### config.mk
export PLATFORM = sky130hd
export DESIGN_NAME = entity_ownership_command_engine_core
export DESIGN_NICKNAME = d
export VERILOG_FILES = /design/src/design/eoce_pkg.sv /design/src/design/eoce_slot_table.sv /design/src/design/entity_ownership_command_engine_core.sv
export SDC_FILE = /design/constraint.sdc
export NUM_CORES = 2
export LEC_CHECK = 0
export ABC_AREA = 1
export ABC_CLOCK_PERIOD_IN_PS = 9820
export BUFFER_PORTS_ARGS = -buffer_cell sky130_fd_sc_hd__buf_2
export CORE_MARGIN = 2
export CORE_UTILIZATION = 40
export DETAILED_ROUTE_END_ITERATION = 6
export MAX_ROUTING_LAYER = met4
export PLACE_DENSITY = 0.65
export SYNTH_ARGS = -nofsm -noshare
export SYNTH_HDL_FRONTEND = slang
export SYNTH_SLANG_ARGS = --single-unit
### constraint.sdc
create_clock -name i_clk -period 9.82 [get_ports i_clk]
set_clock_uncertainty 0.1 [all_clocks]
set_input_delay 1.473 -clock i_clk [delete_from_list [all_inputs] [get_ports i_clk]]
set_output_delay 1.473 -clock i_clk [all_outputs]
set_load 0.02 [all_outputs]
### src/design/eoce_pkg.sv
// Shared types and constants for the entity ownership command engine.
package eoce_pkg;
    localparam int MaxRegistrations = 8;

    localparam logic [2:0] REQ_ACQUIRE    = 3'd0;
    localparam logic [2:0] REQ_LOCK       = 3'd1;
    localparam logic [2:0] REQ_REGISTER   = 3'd2;
    localparam logic [2:0] REQ_DEREGISTER = 3'd3;
    localparam logic [2:0] REQ_GET_CONFIG = 3'd4;
    localparam logic [2:0] REQ_REPLIED    = 3'd5;
    localparam logic [2:0] REQ_TIMEOUT    = 3'd6;

    localparam logic [2:0] ST_SUCCESS     = 3'd0;
    localparam logic [2:0] ST_NOT_IMPL    = 3'd1;
    localparam logic [2:0] ST_BAD_ARGS    = 3'd2;
    localparam logic [2:0] ST_ACQUIRED    = 3'd3;
    localparam logic [2:0] ST_LOCKED      = 3'd4;
    localparam logic [2:0] ST_NO_RES      = 3'd5;
    localparam logic [2:0] ST_IN_PROGRESS = 3'd6;

    localparam logic [0:0] CFG_HANDSHAKE = 1'd0;
    localparam logic [0:0] CFG_CONFIG_IX = 1'd1;

    localparam logic [31:0] FLAG_RELEASE = 32'h8000_0000;
    localparam logic [31:0] FLAG_LOW     = 32'h0000_0001;

    localparam logic [4:0] LEN_NONE = 5'd0;
    localparam logic [4:0] LEN_CFG  = 5'd4;
    localparam logic [4:0] LEN_FULL = 5'd16;

    // scan request from sequencer to slot table
    typedef struct packed {
        logic start;
        logic dereg;
    } t_scan_req;

    typedef struct packed {
        logic done;
        logic found;
        logic has_free;
    } t_scan_rsp;
endpackage

### src/design/eoce_slot_table.sv
// Registration table scanned slot by slot by a shared 64-bit compare.
module eoce_slot_table #(
    parameter int MAX_REG = eoce_pkg::MaxRegistrations
) (
    input  logic                 i_clk,
    input  logic                 i_rst_n,
    input  eoce_pkg::t_scan_req  i_req,
    input  logic [63:0]          i_id,
    output eoce_pkg::t_scan_rsp  o_rsp
);
    import eoce_pkg::*;
    localparam int IW = (MAX_REG > 1) ? $clog2(MAX_REG) : 1;

    logic [63:0]        r_mem [MAX_REG];
    logic [MAX_REG-1:0] r_valid;
    logic [IW-1:0]      r_ix;
    logic [IW-1:0]      r_free_ix;
    logic               r_busy, r_dereg, r_found, r_has_free, r_done;
    logic [63:0]        r_rd;
    logic               r_rd_ok;   // read data valid for index r_ix
    logic               hit;

    assign hit = r_valid[r_ix] && (r_rd == i_id);
    assign o_rsp = '{done: r_done, found: r_found, has_free: r_has_free};

    always_ff @(posedge i_clk) begin
        r_rd <= r_mem[r_ix];
        if (!r_busy && r_done && !r_dereg && !r_found && r_has_free)
            r_mem[r_free_ix] <= i_id;
    end

    always_ff @(posedge i_clk) begin
        if (!i_rst_n) begin
            r_valid <= '0; r_ix <= '0; r_free_ix <= '0; r_busy <= 1'b0;
            r_dereg <= 1'b0; r_found <= 1'b0; r_has_free <= 1'b0;
            r_done <= 1'b0; r_rd_ok <= 1'b0;
        end else begin
            r_done <= 1'b0;
            if (i_req.start) begin
                r_busy <= 1'b1; r_ix <= '0; r_rd_ok <= 1'b0;
                r_dereg <= i_req.dereg; r_found <= 1'b0; r_has_free <= 1'b0;
            end else if (r_busy) begin
                if (!r_rd_ok) begin
                    r_rd_ok <= 1'b1;   // wait for registered read
                end else begin
                    if (hit) begin
                        r_found <= 1'b1;
                        if (r_dereg) r_valid[r_ix] <= 1'b0;
                    end
                    if (!r_valid[r_ix] && !r_has_free) begin
                        r_has_free <= 1'b1; r_free_ix <= r_ix;
                    end
                    r_rd_ok <= 1'b0;
                    if (32'(r_ix) == MAX_REG - 1) begin
                        r_busy <= 1'b0; r_done <= 1'b1;
                    end else begin
                        r_ix <= r_ix + 1'b1;
                    end
                end
            end
            if (!r_busy && r_done && !r_dereg && !r_found && r_has_free)
                r_valid[r_free_ix] <= 1'b1;
        end
    end
endmodule

### src/design/entity_ownership_command_engine_core.sv
// Top level: command sequencer, ownership state and result register.
//
// Use: present one decoded command on the request channel (i_valid/o_ready
// with the req_type, controller_id and companion fields). Results leave on
// o_valid/i_ready; an item yields zero or one result (pending-handshake
// events with nothing pending give none). Configuration registers are
// written through i_cfg_valid/o_cfg_ready, index 0 handshake_enabled,
// index 1 current_config_index; the user must write them only while the
// engine is idle, as the block itself does not enforce it. Acquire, lock,
// get configuration and events pass through S_EXEC to the result register.
// Register and deregister scan the registration table slot by slot through
// a shared comparator with a registered read, then load the result register.
// o_ready is low from accept until the result is taken.
// A stalled receiver holds the result in the output register.
// Reset clears ownership, lock, pending request and all slot valid bits;
// handshake_enabled returns to one and the config index to zero.
module entity_ownership_command_engine_core #(
    parameter int MAX_REGISTRATIONS = eoce_pkg::MaxRegistrations
) (
    input  logic        i_clk,
    input  logic        i_rst_n,
    input  logic        i_valid,
    output logic        o_ready,
    input  logic [2:0]  i_req_type,
    input  logic [63:0] i_controller_id,
    input  logic [47:0] i_source_mac,
    input  logic [31:0] i_cmd_flags,
    input  logic [15:0] i_desc_type_in,
    input  logic [15:0] i_desc_index_in,
    input  logic        i_args_short,
    output logic        o_valid,
    input  logic        i_ready,
    output logic [2:0]  o_status,
    output logic [31:0] o_resp_flags,
    output logic [63:0] o_owner_out,
    output logic [15:0] o_desc_type_out,
    output logic [15:0] o_desc_index_out,
    output logic [15:0] o_config_index_out,
    output logic [4:0]  o_body_length,
    output logic [47:0] o_dest_mac,
    output logic        o_late_response,
    output logic        o_query_owner,
    input  logic        i_cfg_valid,
    output logic        o_cfg_ready,
    input  logic [0:0]  i_cfg_index,
    input  logic [15:0] i_cfg_data
);
    import eoce_pkg::*;

    typedef enum logic [3:0] {
        S_IDLE = 4'b0001, S_EXEC = 4'b0010, S_SCAN = 4'b0100, S_OUT = 4'b1000
    } t_state;

    t_state r_state, n_state;
    logic [2:0]  r_type;
    logic [63:0] r_id;
    logic [47:0] r_mac;
    logic [31:0] r_flags, r_desc;
    logic        r_short;
    logic        r_hs_en;
    logic [15:0] r_cfg_ix;
    logic        r_acq, r_pers, r_locked, r_pend;
    logic [63:0] r_owner, r_lock_owner, r_pend_id;
    logic [47:0] r_pend_mac;
    logic [31:0] r_pend_flags, r_pend_desc;
    t_scan_req   scan_req;
    t_scan_rsp   scan_rsp;

    eoce_slot_table #(.MAX_REG(MAX_REGISTRATIONS)) u_table (
        .i_clk(i_clk), .i_rst_n(i_rst_n), .i_req(scan_req), .i_id(r_id),
        .o_rsp(scan_rsp)
    );

    assign o_ready     = (r_state == S_IDLE);
    assign o_cfg_ready = 1'b1;
    assign o_valid     = (r_state == S_OUT);
    assign scan_req.start = (r_state == S_EXEC) &&
        (r_type == REQ_REGISTER || r_type == REQ_DEREGISTER);
    assign scan_req.dereg = (r_type == REQ_DEREGISTER);

    always_comb begin
        n_state = r_state;
        unique case (r_state)
            S_IDLE: if (i_valid) n_state = S_EXEC;
            S_EXEC: begin
                if (scan_req.start) n_state = S_SCAN;
                else if ((r_type == REQ_REPLIED || r_type == REQ_TIMEOUT) && !r_pend)
                    n_state = S_IDLE;
                else n_state = S_OUT;
            end
            S_SCAN: if (scan_rsp.done) n_state = S_OUT;
            S_OUT:  if (i_ready) n_state = S_IDLE;
            default: n_state = S_IDLE;
        endcase
    end

    always_ff @(posedge i_clk) begin
        if (i_valid && o_ready) begin
            r_type <= i_req_type; r_id <= i_controller_id; r_mac <= i_source_mac;
            r_flags <= i_cmd_flags; r_desc <= {i_desc_type_in, i_desc_index_in};
            r_short <= i_args_short;
        end
    end

    // full-body helper outputs
    logic [31:0] b_flags, b_desc;
    logic [63:0] b_owner;

    always_ff @(posedge i_clk) begin
        if (!i_rst_n) begin
            r_state <= S_IDLE; r_hs_en <= 1'b1; r_cfg_ix <= '0;
            r_acq <= 1'b0; r_pers <= 1'b0; r_locked <= 1'b0; r_pend <= 1'b0;
            r_owner <= '0; r_lock_owner <= '0; r_pend_id <= '0; r_pend_mac <= '0;
            r_pend_flags <= '0; r_pend_desc <= '0;
            o_status <= '0; o_body_length <= '0; o_late_response <= 1'b0;
            o_query_owner <= 1'b0; o_resp_flags <= '0; o_owner_out <= '0;
            o_desc_type_out <= '0; o_desc_index_out <= '0;
            o_config_index_out <= '0; o_dest_mac <= '0;
        end else begin
            r_state <= n_state;
            if (i_cfg_valid) begin
                unique case (i_cfg_index)
                    CFG_HANDSHAKE: r_hs_en <= i_cfg_data[0];
                    CFG_CONFIG_IX: r_cfg_ix <= i_cfg_data;
                    default: ;
                endcase
            end
            if (r_state == S_SCAN && scan_rsp.done) begin
                o_status <= (r_type == REQ_REGISTER && !scan_rsp.found &&
                             !scan_rsp.has_free) ? ST_NO_RES : ST_SUCCESS;
            end
            if (r_state == S_EXEC) begin
                o_status <= ST_SUCCESS; o_resp_flags <= '0; o_owner_out <= '0;
                o_desc_type_out <= '0; o_desc_index_out <= '0;
                o_config_index_out <= '0; o_body_length <= LEN_NONE;
                o_dest_mac <= r_mac; o_late_response <= 1'b0; o_query_owner <= 1'b0;
                case (r_type)
                    REQ_ACQUIRE: begin
                        if (r_short) o_status <= ST_BAD_ARGS;
                        else begin
                            o_body_length <= LEN_FULL;
                            o_desc_type_out <= r_desc[31:16];
                            o_desc_index_out <= r_desc[15:0];
                            o_resp_flags <= r_flags;
                            o_owner_out <= r_owner;
                            if ((r_flags & FLAG_RELEASE) != '0) begin
                                if (r_acq && r_owner == r_id) begin
                                    r_acq <= 1'b0; r_pers <= 1'b0; r_owner <= '0;
                                    o_resp_flags <= '0; o_owner_out <= '0;
                                end else o_status <= ST_ACQUIRED;
                            end else if (!r_acq) begin
                                r_acq <= 1'b1; r_owner <= r_id;
                                r_pers <= r_flags[0]; o_owner_out <= r_id;
                            end else if (r_owner == r_id) begin
                            end else if (!r_pers && r_hs_en) begin
                                r_pend <= 1'b1; r_pend_id <= r_id; r_pend_mac <= r_mac;
                                r_pend_flags <= r_flags; r_pend_desc <= r_desc;
                                o_status <= ST_IN_PROGRESS; o_query_owner <= 1'b1;
                                o_body_length <= LEN_NONE; o_resp_flags <= '0;
                                o_desc_type_out <= '0; o_desc_index_out <= '0;
                            end else o_status <= ST_ACQUIRED;
                        end
                    end
                    REQ_LOCK: begin
                        if (r_short) o_status <= ST_BAD_ARGS;
                        else begin
                            o_body_length <= LEN_FULL;
                            o_desc_type_out <= r_desc[31:16];
                            o_desc_index_out <= r_desc[15:0];
                            o_resp_flags <= r_flags;
                            if ((r_flags & FLAG_LOW) != '0) begin
                                if (r_locked && r_lock_owner == r_id) begin
                                    r_locked <= 1'b0; r_lock_owner <= '0;
                                end else if (r_locked) begin
                                    o_status <= ST_LOCKED; o_owner_out <= r_lock_owner;
                                end
                            end else if (!r_locked) begin
                                r_locked <= 1'b1; r_lock_owner <= r_id; o_owner_out <= r_id;
                            end else begin
                                o_owner_out <= r_lock_owner;
                                if (r_lock_owner != r_id) o_status <= ST_LOCKED;
                            end
                        end
                    end
                    REQ_REGISTER, REQ_DEREGISTER: ;
                    REQ_GET_CONFIG: begin
                        o_config_index_out <= r_cfg_ix; o_body_length <= LEN_CFG;
                    end
                    REQ_REPLIED, REQ_TIMEOUT: begin
                        o_body_length <= LEN_FULL; o_resp_flags <= b_flags;
                        o_desc_type_out <= b_desc[31:16];
                        o_desc_index_out <= b_desc[15:0];
                        o_dest_mac <= r_pend_mac; o_late_response <= 1'b1;
                        o_owner_out <= b_owner;
                        if (r_type == REQ_REPLIED) o_status <= ST_ACQUIRED;
                        else if (r_pend) begin
                            r_acq <= 1'b1; r_owner <= r_pend_id;
                            r_pers <= r_pend_flags[0];
                        end
                        if (r_pend) begin
                            r_pend <= 1'b0; r_pend_id <= '0; r_pend_mac <= '0;
                            r_pend_flags <= '0; r_pend_desc <= '0;
                        end
                    end
                    default: o_status <= ST_NOT_IMPL;
                endcase
            end
        end
    end

    assign b_flags = r_pend_flags;
    assign b_desc  = r_pend_desc;
    assign b_owner = (r_type == REQ_TIMEOUT) ? r_pend_id : r_owner;
endmodule
==> impl_metrics.json <==
{
  "synth.avg_cell_area_um2": 8.503,
  "chipHeight_um": 377.2,
  "start_util": 0.4041,
  "crit_fanout": 92,
  "rr_startpoint": "r_type[1]",
  "synth_top_area_share": 0.3731,
  "worstSkewPairLatency_ns": 0.79,
  "syn_inst": 6551,
  "fmax_mhz": 203.1,
  "syn_area_um2": 55700,
  "peakVddDrop_uv": 163.4,
  "whs_path_depth": 2,
  "core_um2": 137800,
  "hpwlAfterDp_um": 102500,
  "drc": 4,
  "drtPass1Iterations": 7,
  "tightestPinTransition_ns": 1.323,
  "ant_nets": 0,
  "clkSlewWorstSetupHoldPaths_ns": 0.06,
  "layout_common_cells": "nand2_1 (1,852), nor2_1 (953), edfxtp_1 (692)",
  "regToRegEndpoint": "r_owner[24]",
  "startpoint_type": "register",
  "status": "finished with violations",
  "yosys_warnings": 0,
  "clockBufferDepth": 3,
  "nFillCells": 13090,
  "final_cell_area_um2": 63530,
  "dpl_cell_area_um2": 59070,
  "cts_root_buf": "clkbuf_16",
  "hold_end": "r_pers",
  "port_buffers": 402,
  "ys_types": 41,
  "cp-end-kind": "register",
  "fin_nets": 6956,
  "cts-resized-gates": 0,
  "num_vias": 47020,
  "grt_setup_unrepaired": "no",
  "numCtsBuffers": 137,
  "post-cts-setup-buffers": 0,
  "area_growth_pct": 14.05,
  "crit_type": "reg -> reg",
  "power.leakage_nw": 24.39,
  "drt-total-wl_um": 178000,
  "die-area_um2": 142300,
  "synth_top_cell_by_area": "edfxtp_1",
  "ys_seq_elements": 1303,
  "reg2regPathDepth": 12,
  "cp.arrival_ns": 5.43,
  "violations": "DRC",
  "cts_hold_buf": 0,
  "fin_crit_ns": 4.925,
  "layout_setup_ws_ns": 4.895,
  "period_share": 0.5015,
  "min_from": "r_pers",
  "finalMaxSlewViolations": 0,
  "io_pins": 407,
  "preCtsSetupSlack_ns": 5.008,
  "grt.overflow.total": 0,
  "dr.first_iter.drc_count": 5518,
  "hold_violations": 0,
  "synthTopCellsByArea": "edfxtp_1 (37%), dfxtp_1 (22%), nand2_1 (13%), nor2_1 (6.5%), a21oi_1 (4.8%)",
  "setup_violations": 0,
  "antenna_found_initial": 21,
  "hold_path.class": "reg -> reg",
  "grt_pass1_vias": 43360,
  "cts_tree": "built",
  "synth-seq-area-share": 0.5927,
  "cts_htree_levels": 4,
  "r2r_slack_ns": 4.90,
  "chipWidth_um": 377.2,
  "final_common_cell": "nand2_1",
  "drive_above_1_share": 0.1075,
  "tns_ns": 0,
  "cts_sinks": 1303,
  "grt_start_max_net_pins": 201,
  "grt_first_pass_wirelength_um": 265800,
  "fp-row-count": 136,
  "place.gp.congestion": 0.8812,
  "track_usage": 0.2505,
  "viasPerCell": 5.418,
  "post_drt_wl_per_cell_um": 20.51,
  "cp.required_ns": 10.33,
  "maxCapViolations": 0,
  "pwr_density_cell_nw_per_um2": 190.3,
  "relSlewSlack": 0.1179
}
[routing by layer]
layer	vias up	global-route usage	routed length [um]
met4	0	0.1032	6806
met3	356	0.05274	16160
met1	22300	0.3328	75890
li1	22130	-	-
met5	-	-	0
met2	2235	0.3719	79140
[worst max-delay path by stage]
stage                   start     endpoint  slack, ns  cells past startpoint
floorplan             i_valid    r_desc[0]       0.03                      2
global placement    r_type[1]        r_acq       5.09                     12
detailed placement  r_type[1]  r_owner[24]       5.01                     12
CTS                 r_type[1]  r_owner[24]       4.98                     12
global route        r_type[0]        r_acq       4.68                     13
finish              r_type[1]  r_owner[24]       4.90                     12
[flip-flops by register name, summed over array words and instances (netlist names), 16 cells and up]
name,count
b_desc,32
b_flags,31
o_config_index_out,16
o_desc_index_out,16
o_desc_type_out,16
o_dest_mac,48
o_owner_out,64
o_resp_flags,32
r_cfg_ix,16
r_desc,32
r_flags,32
r_id,64
r_lock_owner,64
r_mac,48
r_owner,64
r_pend_id,64
r_pend_mac,48
u_table.r_mem,512
u_table.r_rd,64
[synthesized netlist by cell type]
cell type and n:
buf_1 51, a21oi_4 1, inv_1 341, o221ai_1 1, a22oi_1 16, buf_6 1, xor2_1 31, xnor2_1 18
edfxtp_1 692, nand4_1 31, nor2_1 966, o211ai_1 2, inv_2 5, or2_2 3, a41oi_1 1, nor3_4 1
o22ai_1 1, o311ai_0 1, clkinv_1 2, dfxtp_1 611, buf_4 19, o21bai_1 1, o21ai_0 499, a31oi_1 51
o21ai_1 9, a21oi_1 538, nor3_1 11, a22o_1 1, clkbuf_1 302, conb_1 2, buf_2 52, nand2_2 1
a211oi_1 44, nor3_2 1, nor2_4 1, nand3_1 310, nor4_1 4, ha_1 2, a311oi_1 1, o2111ai_1 69
nand2_1 1857
[per-stage QoR]
stage	hold slack, ns	instances	total power [W]	utilization
after CTS	0.3598	8660	0.01214	0.4605
after global routing	0.3793	8676	0.01246	0.4608
after floorplan	0.3294	6553	0.006681	-
final	0.3586	8679	0.01209	0.4609
after global placement	0.3392	8407	0.007024	0.4286
after detailed placement	0.3527	8407	0.007036	0.4286
[kinds of logic after synthesis]
family / after synthesis / synth area share
AND/OR/NAND/NOR: 3186 / 0.2241
flip-flops: 1303 / 0.5927
AO/OA/AOI/OAI: 1236 / 0.1202
buffers and inverters: 773 / 0.05467
XOR/XNOR: 49 / 0.007705
adder cells (fa/ha/maj): 2 / 0.0004492
other: 2 / 0.0001348
[critical path, cell delays in order, from the launching register on]
cell      delay [ns]
edfxtp_1        0.49
nor3_4          0.59
inv_2           0.35
nand2_4         0.65
inv_8           0.38
nor2_1          0.23
nor2_1          0.09
o21ai_4         0.06
buf_4           0.60
buf_4           0.75
nor2_1          0.12
o21ai_0         0.14
a21oi_1         0.09
[cell type report]
class,instances,area [um^2],area share
antenna,19,47.55,0.0007484
multi-input combinational,4477,19800,0.3117
timing repair buffer,485,2660,0.04187
clock buffer,192,3882,0.06112
clock inverter,61,526.8,0.008292
tap,1794,2245,0.03533
sequential,1303,33020,0.5198
inverter,348,1341,0.02111
[report_power, final]
part	leakage (nW)	internal, W	switching [W]
Combinational	11.0	0.000222	0.000685
Clock	2.17	0.00294	0.00222
Sequential	11.3	0.00590	0.000122
Total	24.4	0.00906	0.00302
(Power assumes the default switching activity.)
